### src/sv/pca_pkg.sv
// Shared types, codes, default parameters and helper functions of the allocator.
// No dependencies; every other file of the block except the defines header imports this package.
`timescale 1ns / 1ps

package pca_pkg;

	// Default configuration of the arena.
	localparam int PCA_ARENA_BYTES    = 65536;
	localparam int PCA_MIN_CLASS_LOG2 = 4;
	localparam int PCA_MAX_CLASS_LOG2 = 12;
	localparam int PCA_HEADER_BYTES   = 16;

	// Fixed field widths on the stream ports.
	localparam int PCA_SIZE_W   = 16;
	localparam int PCA_ADDR_W   = 16;
	localparam int PCA_STATUS_W = 2;

	// Depth of the queue between classifier and executor.
	localparam int PCA_QUEUE_DEPTH = 2;

	typedef enum logic {
		REQ_ALLOC = 1'b0,
		REQ_FREE  = 1'b1
	} pca_req_t;

	typedef enum logic [PCA_STATUS_W-1:0] {
		STATUS_OK        = 2'd0,
		STATUS_NO_ROOM   = 2'd1,
		STATUS_TOO_LARGE = 2'd2
	} pca_status_t;

	typedef enum logic [1:0] {
		BK_CLEAR,
		BK_LOAD,
		BK_EXEC
	} pca_state_t;

	function automatic int pca_class_count(int min_l2, int max_l2);
		return (max_l2 >= min_l2) ? (max_l2 - min_l2 + 2) : 1;
	endfunction

	function automatic int pca_cls_w(int min_l2, int max_l2);
		int cc;
		cc = pca_class_count(min_l2, max_l2);
		return (cc > 1) ? $clog2(cc) : 1;
	endfunction

	function automatic int pca_slot_w(int min_l2);
		return PCA_ADDR_W - min_l2;
	endfunction

	// Queue entry: is_free, reject, class, slot (lowest bit first).
	function automatic int pca_entry_w(int min_l2, int max_l2);
		return 2 + pca_cls_w(min_l2, max_l2) + pca_slot_w(min_l2);
	endfunction

	// Position of the highest set bit; 0 for an input of 0 or 1.
	function automatic logic [4:0] pca_floor_log2(logic [PCA_SIZE_W:0] v);
		logic [4:0] r;
		r = '0;
		for (int i = 1; i <= PCA_SIZE_W; i++) begin
			if (v[i]) begin
				r = 5'(i);
			end
		end
		return r;
	endfunction

endpackage

### src/sv/pca_front.sv
// Front end of the allocator: accepts requests and classifies them.
// Depends on pca_pkg; feeds pca_queue with packed entries.
`timescale 1ns / 1ps

module pca_front import pca_pkg::*; #(
	parameter int ARENA_BYTES    = PCA_ARENA_BYTES,
	parameter int MIN_CLASS_LOG2 = PCA_MIN_CLASS_LOG2,
	parameter int MAX_CLASS_LOG2 = PCA_MAX_CLASS_LOG2,
	parameter int HEADER_BYTES   = PCA_HEADER_BYTES
) (
	input  logic                  in_valid,
	output logic                  in_ready,
	input  pca_req_t              in_type,
	input  logic [PCA_SIZE_W-1:0] in_size,
	input  logic [PCA_ADDR_W-1:0] in_addr,
	input  logic                  q_full,
	input  logic                  clear_busy,
	output logic                  push,
	output logic [pca_entry_w(MIN_CLASS_LOG2, MAX_CLASS_LOG2)-1:0] entry
);

	localparam int CLS_W      = pca_cls_w(MIN_CLASS_LOG2, MAX_CLASS_LOG2);
	localparam int SLOT_W     = pca_slot_w(MIN_CLASS_LOG2);
	localparam int SLOT_COUNT = (ARENA_BYTES >> MIN_CLASS_LOG2) + 1;
	localparam bit SLOTS_ALL  = SLOT_COUNT >= (1 << SLOT_W);
	localparam logic [SLOT_W-1:0] SLOT_LIM = SLOTS_ALL ? '0 : SLOT_W'(SLOT_COUNT);

	logic [PCA_SIZE_W:0]   total;
	logic [4:0]            blog;
	logic [PCA_ADDR_W-1:0] start;
	logic [SLOT_W-1:0]     slot;
	logic [CLS_W-1:0]      cls;
	logic                  is_free;
	logic                  reject;

	always_comb begin
		total   = {1'b0, in_size} + (PCA_SIZE_W + 1)'(HEADER_BYTES);
		blog    = pca_floor_log2(total);
		start   = in_addr - PCA_ADDR_W'(HEADER_BYTES);
		slot    = start[PCA_ADDR_W-1:MIN_CLASS_LOG2];
		is_free = (in_type == REQ_FREE);
		cls     = '0;
		reject  = 1'b0;
		if (is_free) begin
			// Null, misaligned or out-of-arena frees are dropped by the back end.
			reject = (in_addr < PCA_ADDR_W'(HEADER_BYTES))
				|| (start[MIN_CLASS_LOG2-1:0] != '0)
				|| !(SLOTS_ALL || (slot < SLOT_LIM));
		end else if (blog < 5'(MIN_CLASS_LOG2)) begin
			cls = '0;
		end else if (blog <= 5'(MAX_CLASS_LOG2)) begin
			cls = CLS_W'(blog - 5'(MIN_CLASS_LOG2) + 5'd1);
		end else begin
			reject = 1'b1;
		end
		in_ready = !q_full && !clear_busy;
		push     = in_valid && in_ready;
		entry    = {slot, cls, reject, is_free};
	end

endmodule

### config.mk
export PLATFORM = sky130hd
export DESIGN_NAME = pca_front
export DESIGN_NICKNAME = d
export VERILOG_FILES = /design/src/sv/pca_pkg.sv /design/src/sv/pca_front.sv
export SDC_FILE = /design/constraint.sdc
export NUM_CORES = 1
export LEC_CHECK = 0
export BUFFER_PORTS_ARGS = -buffer_cell sky130_fd_sc_hd__buf_2
export CORE_MARGIN = 5
export CORE_UTILIZATION = 37
export DETAILED_ROUTE_END_ITERATION = 7
export PLACE_DENSITY = 0.7
export SYNTH_ARGS = -nofsm -noshare
export SYNTH_HDL_FRONTEND = slang
export SYNTH_SLANG_ARGS = --single-unit
export TNS_END_PERCENT = 20
### constraint.sdc
create_clock -name vclk -period 7.7
set_input_delay 1.155 -clock vclk [all_inputs]
set_output_delay 1.155 -clock vclk [all_outputs]
set_load 0.01 [all_outputs]
Word-level counts from Yosys, hierarchy flattened
Index checks and enable logic that the tools add are counted.
{"block": "totals", "out_inout_bits": 20, "ff_bits": 0, "inputBits": 36}
{"block": "classes", "muxes": 22, "order_cmp": 3, "n_addsub": 4, "n_reduce_logical": 6}
{"cell": "$mux W5", "count": 13}
{"cell": "$add A16 B5 Y17 const B", "count": 1}
{"cell": "$lt A16 B5 Y1 const B", "count": 1}
{"cell": "$sub A16 B5 Y16 const B", "count": 1}
{"cell": "$mux W4", "count": 3}
{"cell": "$le A5 B4 Y1 const B", "count": 1}
{"cell": "$lt A5 B3 Y1 const B", "count": 1}
{"cell": "$add A4 B1 Y4 const B", "count": 1}
{"cell": "$mux W1", "count": 4}
{"cell": "$mux W2", "count": 2}
{"cell": "$reduce_bool A4 Y1", "count": 1}
{"cell": "$sub A4 B3 Y4 const B", "count": 1}
{"cell": "$logic_and A1 B1 Y1", "count": 2}
{"cell": "$logic_not A1 Y1", "count": 2}
{"cell": "$logic_or A1 B1 Y1", "count": 1}

Logic depth before layout (Yosys ltp)
Gate-level depths: netlist (run 1).
{"block": "depth", "word_depth": 22, "mapped_depth": 11}

Least setup slack after synthesis (run 1)
No wires, ideal clock.
{"block": "synth_timing", "path_type": "input port to output port", "from": "input in_size[4]", "to": "output entry[4]", "path_stages": 8, "setup_slack_ps": 3276, "arrival_time_ps": 3269, "cell_sequence": "ha_1 -> o21ai_0 -> or4bb_2 -> a311o_1 -> and2_2 -> ha_1 -> a221oi_1 -> o211a_1"}
{"block": "synth_between", "elab_chain_cells": 19, "word_cells_on_any_way": 21, "cone_classes": "add/sub (3); order compare (2); mux (16)"}
{"element": "from (decl)", "line": "pca_front.sv:14", "source": "input logic [PCA_SIZE_W-1:0] in_size,"}
{"element": "$add A16 B5 Y17 (*)", "line": "pca_front.sv:37", "source": "total = {1'b0, in_size} + (PCA_SIZE_W + 1)'(HEADER_BYTES);"}
{"element": "$mux W5 (12 in series)", "line": "pca_pkg.sv:62", "source": "if (v[i]) begin"}
{"element": "$mux W5 (*)", "line": "pca_pkg.sv:62"}
{"element": "$sub A4 B3 Y4", "line": "pca_front.sv:52", "source": "cls = CLS_W'(blog - 5'(MIN_CLASS_LOG2) + 5'd1);"}
{"element": "$add A4 B1 Y4", "line": "pca_front.sv:52"}
{"element": "$mux W4", "line": "pca_front.sv:51", "source": "end else if (blog <= 5'(MAX_CLASS_LOG2)) begin"}
{"element": "$mux W4 (*)", "line": "pca_front.sv:49", "source": "end else if (blog < 5'(MIN_CLASS_LOG2)) begin"}
{"element": "$mux W4 (*)", "line": "pca_front.sv:44", "source": "if (is_free) begin"}
{"element": "to (decl)", "line": "pca_front.sv:19", "source": "output logic [pca_entry_w(MIN_CLASS_LOG2, MAX_CLASS_LOG2)-1:0] entry"}
Mark *: on every way between the ends. The rest lies on a longest branch, timed or not.

Worst setup path after layout (run 1)
Same ends and word-level chain as after synthesis.

==> metrics, run 1 <==
Final Non-Filler Cells 219; via count 1155; crit end category output pin; cell area after layout 1190 sq um; Cell Chain, Critical Path buf_2 > ha_1 > a21oi_1 > or4_1 > a41oi_1 > a41oi_1 > a311o_1 > and2_2 > ha_1 > a221oi_1 > o211a_1 > buf_2; initial core utilization 38.4%; total global routing overflow 0; worst-margin pin slew 0.398 ns; placed cell area 1190 sq um; Mapped Cells 143; fin util 47.9%; Setup Viol. Count Final 0; antenna cells 0; setup tns final 0 ns; Final period util 63.7%; critical path fanouts, max 9; fmax 204 MHz; vias in the first global route 890; RSZ-0062 raised after global routing false; worst vdd ir 0.0257 mV; Detailed Route WL 2.56 mm; die width 60.7 um; Core Area 2480 sq um; critical path class in -> out; site row count 18; Reg area 0 sq um; slowest stage cell, crit path or4_1; CP peak stage delay 0.41 ns; initial antenna violation count 0; GRT Resource Usage Total 12.9%; post-cts sizing count 0; ratio of cells with drive above 1 in the final layout 34.9%; required time of the critical path 6.55 ns; final antenna-violating net count 0; Die Span Y 60.7 um; Critical Path Start Type input port; worst hold slack 2.53 ns; slew margin rel. 73.2%; final count of hold timing violations 0; Final min period 4.91 ns; Hold WC Path Type in -> out; mapped cell area 952 sq um; count leader, synth nor2_1; status finished clean; Synth Net Count 183; Final HPWL DP 2.16 mm; Synth top cells by count nor2_1 (16), nand2_1 (11), nor3_1 (9); final-layout clock buffer total 0; Synth cell types 51; global-route wire length before repair 3.94 mm; area fraction of the dominant cell type after synthesis 7.36%; FILL cells 277; port bufs 55; Seq Cell Count 0; Die ar. 3690 sq um; post-synth top area cell xor2_1; DRC violations left 0; total iterations of the first detailed-routing run 4; Avg Inst Size Synth 6.66 sq um; YS warnings 0; sequential share of the synthesized area 0%; io pins 56; nets@finish 231; Final Slew Violations 0; # hold bufs at CTS 0; area grow syn2layout 24.7%; GPL Wtd Cong 0.861; Max Cap Viol 0; Post-CTS Setup Inserts 0; crit path DAT 3.75 ns; # placed instances 219; Initial DRC Count 49; largest net degree at the start of global routing 13; drt wl/cell 11.7 um; PwrDens 45.9 nW/um^2; number of vias per cell 5.27; Pleak 0.585 nW; Synth area leaders xor2_1 (7.4%), xnor2_1 (6.4%), nor2_1 (6.3%), ha_1 (5.3%), nor3_1 (4.7%)
==> path summary, 6_finish.rpt <==
kind	end	cells after the start	slack [ns]	start
min	entry[0]	2	2.53	in_type
max	entry[4]	12	2.79	in_size[4]
==> logic make-up after synthesis <==
family | Yosys count | share of synthesized area, %
xor+xnor | 15 | 13.8
fa+ha+maj | 4 | 5.26
compound gates | 35 | 25.9
mux | 2 | 2.23
simple gates | 70 | 41.5
buf+inv | 17 | 11.3
==> metal layers <==
metal	part of all wire, %	track usage [%]
met1	45	20.6
met2	47	20.3
met3	7.8	0.426
met4	0	0
met5	0	0
==> placed cells by master (no fill, tap or decap), types with 3 or more instances in the layout <==
cell and n:
buf_2 55, nor2_1 16, nand2_1 11, nor3_1 9, inv_1 8, xor2_1 8, xnor2_1 7, o21ai_0 6
and3_1 5, a21oi_1 5, nand3_1 4, and2_1 4, a31oi_1 4, ha_1 4, nor4_1 3, o31ai_1 3
==> worst max-delay path, delay by kind of cell <==
family                   cells  cell delay, ns
buffers and inverters        2            0.29
AND/OR/NAND/NOR              2            0.61
adder cells (fa/ha/maj)      2            0.47
AO/OA/AOI/OAI                6            1.22
==> area by class of cell <==
cell class / count / area [sq um] / share of cell area [%]
inverter: 8 / 30.0 / 2.53
tap: 30 / 37.5 / 3.16
timing repair buffer: 55 / 275 / 23.2
multi-input combinational: 126 / 845 / 71.1
==> through the flow <==
stage	setup WS, ns	power [W]
after floorplan	3.28	0.0000343
after global placement	2.84	0.0000543
after detailed placement	2.82	0.0000544
after CTS	2.82	0.0000546
after global routing	2.62	0.0000608
final	2.79	0.0000545
==> report_power, final <==
group	internal, W	switching (W)	total (W)
sequential	0	0	0
clock	0	0	0
combinational	0.0000244	0.0000301	0.0000545
No activity file was read; power rests on OpenSTA's default activity.
==> inputs of run 2 (changes only) <==
- ABC_AREA: default -> 1
- PLACE_DENSITY: 0.7 -> 0.77
- clock period: 7.7 -> 4 ns (I/O delays scaled with it)
==> metrics, run 2 <==
multi-input logic area 667 sq um (-21%); Synth top cells by count nand2_1 (46), inv_1 (23), nor2_1 (16); status finished clean; Max Cap Viol 0 (unchanged); Core Area 1980 sq um (-20%); most frequent cells in the layout buf_2 (55), nand2_1 (46), inv_1 (23), nor2_1 (16), xor2_1 (13); Final Slew Violations 0 (unchanged); crit path DAT 2.59 ns (-1.16 ns); Final period util 79.8%; met3 routed WL 132 um (-34%); Synth cell types 24 (-53%); largest net degree at the start of global routing 9 (-4); Detailed Route WL 2.00 mm (-22%); Pleak 0.639 nW (+9.2%); cell area after layout 1070 sq um (-9.6%); total iterations of the first detailed-routing run 4 (unchanged); WL met1 798 um (-30%); Seq Cell Count 0 (unchanged); Mapped Cells 149 (+4.2%); FILL cells 215 (-22%); final count of hold timing violations 0 (unchanged); required time of the critical path 3.40 ns (-3.15 ns); met2 wire len 1.07 mm (-12%); vias in the first global route 895 (+0.56%); number of vias per cell 4.43 (-16%); Worst Hold Path EP entry[0]; drt wl/cell 8.75 um (-25%); Final HPWL DP 1.89 mm (-12%); Post-CTS Setup Inserts 0 (unchanged); initial core utilization 39.3% (+0.90 points); Final min period 3.19 ns; Hold Crit Depth 2 (unchanged); Critical Path Start Type input port; top routing layer in use met3; Hold WC Path Type in -> out; final antenna-violating net count 0 (unchanged); Die ar. 3120 sq um (-15%); Reg area 0 sq um (unchanged); commonest non-fill, non-tap cell in the layout buf_2; nets@finish 244 (+5.6%); mapped cell area 779 sq um (-18%); crit end category output pin; RSZ-0062 raised after global routing false; fin util 54.2% (+6.2 points); hold path start in_type; Synth Net Count 189 (+3.3%); setup tns final 0 ns (unchanged); port bufs 55 (unchanged); global-route wire length before repair 3.43 mm (-13%); io pins 56 (unchanged); Avg Inst Size Synth 5.23 sq um (-21%); antenna cells 0 (unchanged); GPL Wtd Cong 0.754 (-12%); post-cts sizing count 0 (unchanged); PwrDens 85.3 nW/um^2 (+86%); site row count 16 (-2); placed cell area 1070 sq um (-9.6%); sequential share of the synthesized area 0% (unchanged); Initial DRC Count 17 (-65%); initial antenna violation count 0 (unchanged); YS warnings 0 (unchanged); worst-margin pin slew 0.423 ns (+0.0244 ns); ratio of cells with drive above 1 in the final layout 32.2% (-2.7 points); post-synth top area cell nand2_1; critical path fanouts, max 8 (-1); fmax 313 MHz; DRC violations left 0 (unchanged); final-layout clock buffer total 0 (unchanged); total global routing overflow 0 (unchanged); # placed instances 229 (+4.6%); die width 55.9 um (-8.0%); via count 1014 (-12%); slew margin rel. 71.6% (-1.6 points); area grow syn2layout 37.7%; Die Span Y 55.9 um (-8.0%); GRT Resource Usage Total 12.3% (-0.58 points); count leader, synth nand2_1; area fraction of the dominant cell type after synthesis 22.2% (+15 points); worst hold slack 1.43 ns (-1.10 ns); worst vdd ir 0.0461 mV (+79%); critical path class in -> out; Synth area leaders nand2_1 (22%), xor2_1 (15%), inv_1 (11%), nand3_1 (7.7%), nor2_1 (7.7%); # hold bufs at CTS 0 (unchanged); Final Non-Filler Cells 229 (+4.6%); Setup Viol. Count Final 0 (unchanged)
## run 2: layout make-up
type / count / area share, %
timing repair buffer: 55 / 25.6
multi-input combinational: 121 / 62.1
inverter: 26 / 9.09
tap: 27 / 3.15
## run 2: how the worst max path moves through the flow
stage | from | endpoint | slack [ns] | cells past startpoint
finish | in_size[4] | entry[4] | 0.81 | 17
global route | in_size[4] | entry[5] | 0.56 | 17
CTS | in_size[4] | entry[4] | 0.78 | 17
floorplan | in_size[4] | entry[4] | 1.20 | 15
global placement | in_size[4] | entry[4] | 0.84 | 17
detailed placement | in_size[4] | entry[4] | 0.79 | 17
## run 2: cell families after synthesis
family,synth area share [%]
xor gates and xnor gates,20.2
adders and majority gates,6.42
AOI/OAI and AO/OA,4.98
buffers and inverters,14.4
and+or+nand+nor,53.9
## run 2: through the flow
stage	power (W)	worst slack [ns]
2_1_floorplan	0.0000522	1.20
3_3_place_gp	0.0000916	0.844
3_5_place_dp	0.0000924	0.788
4_1_cts	0.0000927	0.782
5_1_grt	0.000104	0.558
6_report	0.0000916	0.807
## run 2: per-layer routing
metal	track usage [%]	vias up
met1	14.7	427
met5	0	-
met2	24.5	22
li1	-	565
met4	0	0
met3	1.62	0
## run 2: critical path, stage by stage
cell and delay (ns):
buf_2 0.16, ha_1 0.20, inv_1 0.07, nor2_4 0.15
nand3_1 0.10, xor2_1 0.30, inv_1 0.07, nand2_1 0.07
nand2_1 0.04, nand2_1 0.05, nand2_1 0.04, nand2_1 0.09
a21oi_1 0.09, ha_1 0.20, xnor2_1 0.15, nor2_1 0.06
buf_2 0.13
## run 2: report_power, final
part	switching [W]	total (W)	internal (W)	leakage, nW
sequential	0	0	0	0
combinational	0.0000514	0.0000916	0.0000402	0.639
clock	0	0	0	0
