## src/sv/pca_pkg.sv

```systemverilog
// Shared types, codes, default parameters and helper functions of the allocator.
// No dependencies; every other file of the block except the defines header imports this package.
`timescale 1ns / 1ps

package pca_pkg;

	// Default configuration of the arena.
	localparam int PCA_ARENA_BYTES    = 65536;
	localparam int PCA_MIN_CLASS_LOG2 = 4;
	localparam int PCA_MAX_CLASS_LOG2 = 12;
	localparam int PCA_HEADER_BYTES   = 16;

	// Fixed field widths on the stream ports.
	localparam int PCA_SIZE_W   = 16;
	localparam int PCA_ADDR_W   = 16;
	localparam int PCA_STATUS_W = 2;

	// Depth of the queue between classifier and executor.
	localparam int PCA_QUEUE_DEPTH = 2;

	typedef enum logic {
		REQ_ALLOC = 1'b0,
		REQ_FREE  = 1'b1
	} pca_req_t;

	typedef enum logic [PCA_STATUS_W-1:0] {
		STATUS_OK        = 2'd0,
		STATUS_NO_ROOM   = 2'd1,
		STATUS_TOO_LARGE = 2'd2
	} pca_status_t;

	typedef enum logic [1:0] {
		BK_CLEAR,
		BK_LOAD,
		BK_EXEC
	} pca_state_t;

	function automatic int pca_class_count(int min_l2, int max_l2);
		return (max_l2 >= min_l2) ? (max_l2 - min_l2 + 2) : 1;
	endfunction

	function automatic int pca_cls_w(int min_l2, int max_l2);
		int cc;
		cc = pca_class_count(min_l2, max_l2);
		return (cc > 1) ? $clog2(cc) : 1;
	endfunction

	function automatic int pca_slot_w(int min_l2);
		return PCA_ADDR_W - min_l2;
	endfunction

	// Queue entry: is_free, reject, class, slot (lowest bit first).
	function automatic int pca_entry_w(int min_l2, int max_l2);
		return 2 + pca_cls_w(min_l2, max_l2) + pca_slot_w(min_l2);
	endfunction

	// Position of the highest set bit; 0 for an input of 0 or 1.
	function automatic logic [4:0] pca_floor_log2(logic [PCA_SIZE_W:0] v);
		logic [4:0] r;
		r = '0;
		for (int i = 1; i <= PCA_SIZE_W; i++) begin
			if (v[i]) begin
				r = 5'(i);
			end
		end
		return r;
	endfunction

endpackage

```

## src/sv/pca_queue.sv

```systemverilog
// Short FIFO between the classifier and the executor of the allocator.
// Depends on pca_pkg for its depth.
`timescale 1ns / 1ps

module pca_queue import pca_pkg::*; #(
	parameter int W = 8
) (
	input  logic         clk,
	input  logic         arst_n,
	input  logic         push,
	input  logic [W-1:0] push_data,
	output logic         full,
	input  logic         pop,
	output logic [W-1:0] pop_data,
	output logic         empty
);

	localparam int PTR_W = (PCA_QUEUE_DEPTH > 1) ? $clog2(PCA_QUEUE_DEPTH) : 1;

	logic [W-1:0]     entries_q [PCA_QUEUE_DEPTH];
	logic [PTR_W-1:0] wr_ptr_q;
	logic [PTR_W-1:0] rd_ptr_q;
	logic [PTR_W:0]   count_q;

	function automatic logic [PTR_W-1:0] next_ptr(logic [PTR_W-1:0] p);
		return (p == PTR_W'(PCA_QUEUE_DEPTH - 1)) ? '0 : p + 1'b1;
	endfunction

	assign full     = (count_q == (PTR_W + 1)'(PCA_QUEUE_DEPTH));
	assign empty    = (count_q == '0);
	assign pop_data = entries_q[rd_ptr_q];

	always_ff @(posedge clk or negedge arst_n) begin
		if (!arst_n) begin
			wr_ptr_q <= '0;
			rd_ptr_q <= '0;
			count_q  <= '0;
		end else begin
			if (push) begin
				wr_ptr_q <= next_ptr(wr_ptr_q);
			end
			if (pop) begin
				rd_ptr_q <= next_ptr(rd_ptr_q);
			end
			if (push && !pop) begin
				count_q <= count_q + 1'b1;
			end else if (pop && !push) begin
				count_q <= count_q - 1'b1;
			end
		end
	end

	always_ff @(posedge clk) begin
		if (push) begin
			entries_q[wr_ptr_q] <= push_data;
		end
	end

endmodule

```

## config.mk

```make
export PLATFORM = sky130hd
export DESIGN_NAME = pca_queue
export DESIGN_NICKNAME = d
export VERILOG_FILES = /design/src/sv/pca_pkg.sv /design/src/sv/pca_queue.sv
export SDC_FILE = /design/constraint.sdc
export NUM_CORES = 1
export LEC_CHECK = 0
export BUFFER_PORTS_ARGS = -buffer_cell sky130_fd_sc_hd__buf_2
export CORE_MARGIN = 5
export CORE_UTILIZATION = 48
export DETAILED_ROUTE_END_ITERATION = 10
export PLACE_DENSITY = 0.75
export REMOVE_ABC_BUFFERS = 1
export SLEW_MARGIN = 10
export SYNTH_ARGS = -nofsm -noshare
export SYNTH_HDL_FRONTEND = slang
export SYNTH_SLANG_ARGS = --single-unit
```

## constraint.sdc

```tcl
create_clock -name clk -period 1.5 [get_ports clk]
set_clock_uncertainty 0.05 [all_clocks]
set_input_delay 0.075 -clock clk [delete_from_list [all_inputs] [get_ports clk]]
set_output_delay 0.075 -clock clk [all_outputs]
set_load 0.01 [all_outputs]
```

---- Word-level counts from Yosys, hierarchy flattened ----
Memories as Yosys holds them, arrays and structs flattened.
Cells that the tools add are included.
operators by class
  equality and inequality tests ........... 1
  add/subtract/negate cells ............... 4
  reductions and logical operators ........ 6
  mux-type cells .......................... 6
operators with widths
  operator               number
  $mux W1                4
  $mux W2                2
  $add A1 B1 Y1 const B  2
  $add A2 B1 Y2 const B  1
  $eq A2 B2 Y1 const B   1
  $logic_and A1 B1 Y1    2
  $logic_not A1 Y1       2
  $logic_not A2 Y1       1
  $reduce_bool A2 Y1     1
  $sub A2 B1 Y2 const B  1
word-level totals
  word-level logic and storage cells ...... 21
  memories kept ........................... 1
  input port bits ......................... 12
  output and inout port bits .............. 10
  register bits after elaboration ......... 4
  bits in writable memories ............... 16
memory list
  name       words  bits a word  rd ports  clocked after Yosys merged registers in  write ports  line             source
  entries_q  2      8            1         0                                        1            pca_queue.sv:20  logic [W-1:0] entries_q [PCA_QUEUE_DEPTH];

---- Longest topological paths before layout ----
Gate-level depths: netlist of run 1.
  word-level depth ........................ 4
  mapped depth ............................ 5
  depth with buffers taken out ............ 5

---- Worst setup path after synthesis of run 1 ----
Ideal clock, no wire load.
  path kind ............................... register to register
  start point ............................. reg wr_ptr_q
  end point ............................... mem entries_q[0][0], enable pin
  required time ........................... 1,077 ps
  cell stages (with the launch flop) ...... 2
  clock period less this slack ............ 1,212 ps
  buffers on the path ..................... 0
  data arrival time ....................... 789 ps
  path slack .............................. 288 ps
  setup time .............................. 373 ps
  path through ............................ dfrtp_1 -> nor2b_1
RTL lines
  what                    line             source
  start, declared         pca_queue.sv:21  logic [PTR_W-1:0] wr_ptr_q;
  start signal, assigned  pca_queue.sv:40  wr_ptr_q <= next_ptr(wr_ptr_q);
  end, declared           pca_queue.sv:20
No word-level cell before the write port.

---- Final worst setup path of run 1 ----
  start point ............................. reg rd_ptr_q
  end point ............................... out pop_data[3]
between the ends
  word-level cells in the longest chain between the ends .. 1
ends and longest elaborated chain
  what                    line             source
  start, declared         pca_queue.sv:22  logic [PTR_W-1:0] rd_ptr_q;
  start signal, assigned  pca_queue.sv:43  rd_ptr_q <= next_ptr(rd_ptr_q);
  $mem_v2 Z2 W8           n/a
  end, declared           pca_queue.sv:14  output logic [W-1:0] pop_data,
Every way passes these cells.

==> results by group, run 1 <==
Worst setup path
  • CP endpoint kind: output port
  • Worst setup path class: reg -> out
  • Element type at the critical path start: flip-flop
  • Critical path arrival: 1.27 ns
  • Required time worst endpoint: 1.37 ns
  • Reg2reg path depth: 2
  • Reg-to-reg startpoint: wr_ptr_q$_DFFE_PN0P_
  • Flop-to-flop setup slack: 0.32 ns
  • CP max FO: 9
  • Worst Setup SP: rd_ptr_q$_DFFE_PN0P_
  • Crit path to: pop_data[3]
  • R2r endpoint: entries_q[0][4]$_DFFE_PP_

Synthesis
  • Synth Cell Area: 771 um^2
  • Count leader, synth: edfxtp_1
  • Share of the synthesized area in the top cell type: 0.623
  • Syn Inst Count: 41
  • Post-synth EDFFs: 16
  • Post-synthesis cell type count: 12
  • Synth top area cells: edfxtp_1 62%, dfrtp_1 13%, mux2_2 12%
  • Post-synth top area cell: edfxtp_1
  • Seq/Total Area, Yosys: 0.753
  • Most frequent cells after synthesis: 16 x edfxtp_1, 8 x mux2_2, 4 x dfrtp_1, 4 x xor2_1, 2 x nor2_1
  • YS warnings: 0
  • Asr flop ratio synth: 0.200
  • #FFs+latches synth: 20
  • Predominant post-synthesis flop cell: edfxtp_1
  • Mean area per synthesized cell: 18.8 um^2

CTS
  • H-tree level count: 1
  • CTS tree: yes
  • TritonCTS buffer count: 3
  • Clk Latency, worst-skew pair: 0.28 ns
  • Reg clk slew, reported paths: 0.10 ns
  • CTS max path bufs: 2
  • Clock root cell: clkbuf_4
  • Clock sink count: 20

Detailed routing
  • Top layer in use: met3
  • Final WL: 1290 um
  • Via count: 442
  • DR DRC count: 0
  • Initial DRC count: 5
  • Wire per inst: 13.8 um
  • Met3 wire length: 97 um
  • Drt first pass iters: 2
  • Vias/cell: 4.75
  • Met2 wire length: 679 um
  • Antenna Nets Post-Route: 0
  • M1 wire length: 512 um

GRT
  • Initial antenna violation count: 0
  • Total global routing track utilization: 0.116
  • Remaining global-route overflow: 0
  • Global-route wire length before repair: 2180 um
  • Vias in the first global route: 472
  • Largest net degree at the start of global routing: 12

Timing
  • Final setup fails: 0
  • Setup TNS: 0 ns
  • Fin worst setup slack: 0.106 ns
  • Fmax: 717 MHz
  • Max-slew violations: 0
  • Worst slew pin tran: 0.372 ns
  • Unrepaired setup endpoints after global routing: no
  • Crit path time final: 1.39 ns
  • Hold Fails Final Rpt: 0
  • Slew HR: 0.752
  • Final period util: 0.930

Final layout
  • Final #Nets: 91
  • Share of cells above drive strength 1: 0.455
  • Layout filler cell count: 132
  • Cell area after layout: 1030 um^2
  • Antenna diodes: 0
  • Layout area overhead: 33.6%

Place
  • Post-DP Area: 892 um^2
  • Dpl hpwl: 870 um
  • IO Port Bufs: 21
  • Final Wtd Congestion: 0.630
  • Setup WS pre-CTS: 0.289 ns

Floorplanning
  • Die height: 50.1 um
  • DIE AREA: 2510 um^2
  • Initial core utilization: 0.512
  • Boundary Pins: 22
  • Total core area: 1510 um^2
  • Row count: 14
  • Die X: 50.1 um

Pwr
  • Power, Total: 1.60 mW
  • Max VDD drop: 0.890 mV
  • Lkg Pwr: 0.425 nW
  • Cell area power density: 1550 nW/um^2

Outcome
  • Outcome: finished, final reports clean

Run
  • Max Cap Viol: 0

Hold path
  • Tightest Hold Check Type: in -> async
worst max-delay path: stages (launching register included):
cell	delay, ns
dfrtp_2	0.49
mux2_2	0.36
buf_2	0.14
cell type report:
cell class              count  area [um^2]  share of cell area
clock buffers               4         26.3              0.0255
multi-input cells          19          175               0.170
flip-flops and latches     20          582               0.565
inverters                   1         3.75             0.00365
repair buffers             33          223               0.216
well taps                  16         20.0              0.0194
cell families after synthesis:
logic type / Yosys count / share of synthesized area
XOR/XNOR: 5 / 0.0568
buffers and inverters: 2 / 0.0195
flip-flops: 20 / 0.753
AND/OR/NAND/NOR: 5 / 0.0374
multiplexers: 8 / 0.117
adder cells (fa/ha/maj): 1 / 0.0162
timing repair:
item                                   4_1_cts  5_1_grt
setup endpoints to repair                    8        0
buffers inserted                             0        0
endpoints found under the hold margin       22        0
gates resized for setup                      1        0
hold buffers                                11        0
metal layers:
metal | track usage | vias up
met4 | 0.0262 | 0
met1 | 0.147 | 207
li1 | - | 222
met2 | 0.188 | 13
met5 | 0 | -
met3 | 0.0392 | 0
sequential cells by signal (all words and copies together) (netlist names):
name / flops
count_q: 2
entries_q: 16
rd_ptr_q: 1
wr_ptr_q: 1
power breakdown:
part | internal (mW) | switching [mW]
Sequential | 0.757 | 0.102
Combinational | 0.271 | 0.218
Clock | 0.103 | 0.146
stage by stage:
step,instances,hold slack (ns),util
after CTS,93,0.0448,0.684
final,93,0.0688,0.684
after global routing,93,0.0573,0.684
after global placement,78,-0.165,0.592
after floorplan,40,-0.271,-
after detailed placement,78,-0.164,0.592
worst min-delay path by stage:
stage,end,depth (start not counted),slack [ns]
2_1_floorplan,count_q[0]$_DFFE_PN0P_,0,-0.27
3_3_place_gp,count_q[0]$_DFFE_PN0P_,1,-0.17
3_5_place_dp,count_q[1]$_DFFE_PN0P_,1,-0.16
4_1_cts,wr_ptr_q$_DFFE_PN0P_,2,0.04
5_1_grt,wr_ptr_q$_DFFE_PN0P_,2,0.06
6_report,wr_ptr_q$_DFFE_PN0P_,2,0.07
layout by cell type (no fill, tap or decap):
master	n
nor2_1	2
dlygate4sd3_1	11
nor2b_1	1
buf_2	21
and2_1	1
clkbuf_1	1
ha_1	1
buf_4	1
xor2_1	4
and2b_2	1
inv_1	1
edfxtp_1	16
mux2_2	8
xnor2_1	1
clkbuf_4	3
dfrtp_1	3
dfrtp_2	1
Power figures use the tool's default switching activity.
==> inputs of run 2 (changes only) <==
ABC_AREA = 1   (was unset)
CORE_UTILIZATION = 49   (was 48)
==> results by group, run 2 <==
Outcome
  • Outcome: finished, final reports clean (unchanged)

Final layout
  • Most frequent cells in the layout: 21 x buf_2, 16 x edfxtp_1, 11 x dlygate4sd3_1 (unchanged)
  • Share of cells above drive strength 1: 0.407 (was 0.455)
  • Top reg by flops: entries_q (unchanged)
  • Antenna diodes: 0 (unchanged)
  • Most common cell after layout, fill and taps aside: buf_2 (unchanged)
  • Max reg flops: 16 (unchanged)
  • Largest regs: entries_q (16), count_q (2) (unchanged)
  • Final #Nets: 100 (was 91)
  • Layout filler cell count: 112 (was 132)
  • Layout area overhead: 34.9% (was 33.6%)

GRT
  • Global-route wire length before repair: 2130 um (was 2180 um)
  • Total global routing track utilization: 0.113 (was 0.116)
  • Vias in the first global route: 472 (unchanged)
  • Initial antenna violation count: 0 (unchanged)
  • Remaining global-route overflow: 0 (unchanged)
  • Largest net degree at the start of global routing: 13 (was 12)

CTS
  • Clock root cell: clkbuf_4 (unchanged)
  • H-tree level count: 1 (unchanged)
  • Buffer count from post-CTS setup fixing: 0 (unchanged)
  • Clk Latency, worst-skew pair: 0.29 ns (was 0.28 ns)
  • Reg clk slew, reported paths: 0.11 ns (was 0.10 ns)
  • Clock sink count: 20 (unchanged)
  • CTS tree: yes (unchanged)
  • CTS max path bufs: 2 (unchanged)
  • TritonCTS buffer count: 3 (unchanged)

Timing
  • Fin worst setup slack: 0.0507 ns (was 0.106 ns)
  • Max-slew violations: 0 (unchanged)
  • Hold Fails Final Rpt: 0 (unchanged)
  • Slew HR: 0.781 (was 0.752)
  • Final setup fails: 0 (unchanged)
  • Worst slew pin tran: 0.328 ns (was 0.372 ns)
  • Fmax: 690 MHz (was 717 MHz)
  • Final period util: 0.966 (was 0.930)
  • Setup TNS: 0 ns (unchanged)
  • Crit path time final: 1.45 ns (was 1.39 ns)
  • Unrepaired setup endpoints after global routing: no (unchanged)

Floorplanning
  • DIE AREA: 2590 um^2 (was 2510 um^2)
  • Row count: 14 (unchanged)
  • Total core area: 1540 um^2 (was 1510 um^2)
  • Boundary Pins: 22 (unchanged)
  • Initial core utilization: 0.531 (was 0.512)
  • Die height: 50.9 um (was 50.1 um)
  • Die X: 50.9 um (was 50.1 um)

Worst setup path
  • Reg2reg path depth: 2 (unchanged)
  • Critical path's largest stage delay: 0.56 ns (was 0.49 ns)
  • CP endpoint kind: output port (unchanged)
  • Critical path depth: 2 (unchanged)
  • Worst setup path class: reg -> out (unchanged)
  • Element type at the critical path start: flip-flop (unchanged)
  • Reg-to-reg startpoint: wr_ptr_q$_DFFE_PN0P_ (unchanged)
  • CP max FO: 9 (unchanged)
  • Critical path arrival: 1.32 ns (was 1.27 ns)
  • Flop-to-flop setup slack: 0.41 ns (was 0.32 ns)
  • Slowest cell on crit path: dfrtp_2 (unchanged)
  • CP delay by family, top: flip-flops (unchanged)
  • WP buf/inv: 1 (unchanged)
  • Worst path cell trace: mux2_4, buf_2 (was mux2_2, buf_2)
  • R2r endpoint: entries_q[1][5]$_DFFE_PP_ (was entries_q[0][4]$_DFFE_PP_)
  • Required time worst endpoint: 1.37 ns (about the same)

Detailed routing
  • Antenna Nets Post-Route: 0 (unchanged)
  • Drt first pass iters: 2 (unchanged)
  • Vias/cell: 4.64 (was 4.75)
  • Final WL: 1380 um (was 1290 um)
  • Initial DRC count: 7 (was 5)
  • DR DRC count: 0 (unchanged)
  • Via count: 473 (was 442)
  • Wire per inst: 13.5 um (was 13.8 um)

Synthesis
  • Seq/Total Area, Yosys: 0.709 (was 0.753)
  • Most frequent cells after synthesis: 16 x edfxtp_1, 8 x mux2_4, 7 x inv_1 (was 16 x edfxtp_1, 8 x mux2_2, 4 x dfrtp_1, 4 x xor2_1, 2 x nor2_1)
  • Synth Cell Area: 818 um^2 (was 771 um^2)
  • Post-synthesis cell type count: 12 (unchanged)
  • #FFs+latches synth: 20 (unchanged)
  • Count leader, synth: edfxtp_1 (unchanged)
  • Predominant post-synthesis flop cell: edfxtp_1 (unchanged)
  • Syn Inst Count: 50 (was 41)
  • Asr flop ratio synth: 0.200 (unchanged)
  • Synth top area cells: edfxtp_1 59%, mux2_4 15%, dfrtp_1 12% (was edfxtp_1 62%, dfrtp_1 13%, mux2_2 12%)
  • Mean area per synthesized cell: 16.4 um^2 (was 18.8 um^2)
  • Share of the synthesized area in the top cell type: 0.587 (was 0.623)
  • Post-synth EDFFs: 16 (unchanged)
  • YS warnings: 0 (unchanged)
  • Post-synth top area cell: edfxtp_1 (unchanged)

Hold path
  • Tightest Hold Check Type: in -> async (unchanged)

Pwr
  • Psw: 535 uW (was 466 uW)
  • Max VDD drop: 1.09 mV (was 0.890 mV)
  • Int Pwr: 1.34 mW (was 1.13 mW)
  • Reg power frac: 0.470 (was 0.538)
  • Power, Total: 1.88 mW (was 1.60 mW)
  • Comb power frac: 0.299 (was 0.306)
  • Lkg Pwr: 0.503 nW (was 0.425 nW)
  • Switching Share: 0.285 (was 0.292)
  • Cell area power density: 1700 nW/um^2 (was 1550 nW/um^2)
  • Clk pwr share: 0.231 (was 0.156)

Run
  • Max Cap Viol: 0 (unchanged)

Place
  • Final Wtd Congestion: 0.691 (was 0.630)
  • Setup WS pre-CTS: 0.236 ns (was 0.289 ns)
  • IO Port Bufs: 21 (unchanged)
run 2: cell types whose count changed after synthesis:
cell	previous run	this run
nor2b_1	1	0
nand2_1	0	5
mux2_4	0	8
xor2_1	4	2
and2_1	1	0
mux2_2	8	0
and2b_2	1	0
nand3_1	0	1
nor2_1	2	3
inv_1	1	7
nand4_1	0	1
run 2: power by group through the flow:
stage	Sequential (mW)	Clock [mW]	Combinational, mW
after CTS	0.885	0.432	0.563
final	0.884	0.433	0.561
after global routing	0.907	0.461	0.607
after detailed placement	0.892	0	0.543
after floorplan	0.863	0	0.365
after global placement	0.885	0	0.524
run 2: cells by family (layout without fill, tap and decap cells):
logic type | Yosys count | in the layout | share of synthesized area
xor+xnor | 3 | 3 | 0.0321
fa+ha+maj | 1 | 1 | 0.0153
buf+inv | 8 | 44 | 0.0459
flops | 20 | 20 | 0.709
mux | 8 | 8 | 0.147
simple gates | 10 | 10 | 0.0505
run 2: worst max-delay path by stage:
stage	startpoint	endpoint	slack, ns
2_1_floorplan	wr_ptr_q$_DFFE_PN0P_	entries_q[0][0]$_DFFE_PP_	0.31
3_3_place_gp	rd_ptr_q$_DFFE_PN0P_	pop_data[0]	0.24
3_5_place_dp	rd_ptr_q$_DFFE_PN0P_	pop_data[4]	0.24
4_1_cts	rd_ptr_q$_DFFE_PN0P_	pop_data[4]	0.05
5_1_grt	rd_ptr_q$_DFFE_PN0P_	pop_data[0]	0.004
6_report	rd_ptr_q$_DFFE_PN0P_	pop_data[4]	0.05
run 2: cell type report:
class | instances | area (um^2) | share of cell area
inverter | 7 | 26.3 | 0.0238
sequential | 20 | 582 | 0.527
tap | 16 | 20.0 | 0.0181
timing repair buffer | 33 | 223 | 0.202
clock buffer | 3 | 22.5 | 0.0204
multi-input combinational | 22 | 200 | 0.181
clock inverter | 1 | 30.0 | 0.0272
run 2: repair_timing:
item | 4_1_cts | 5_1_grt
hold endpoints to repair | 22 | 0
gates resized for setup | 1 | 0
setup endpoints to repair | 8 | 0
hold buffers | 11 | 0
run 2: stage by stage:
step           instances  hold WS (ns)  utilization  instance area [um^2]
2_1_floorplan         49        -0.271            -                   807
3_3_place_gp          87        -0.163        0.610                   940
3_5_place_dp          87        -0.160        0.610                   940
4_1_cts              102        0.0483        0.716                  1100
5_1_grt              102        0.0619        0.716                  1100
6_report             102        0.0521        0.716                  1100
run 2: metal layers:
layer,routed length (um),GRT usage
met1,603,0.141
met2,680,0.184
met3,97,0.0378
met4,0,0.0383
met5,0,0
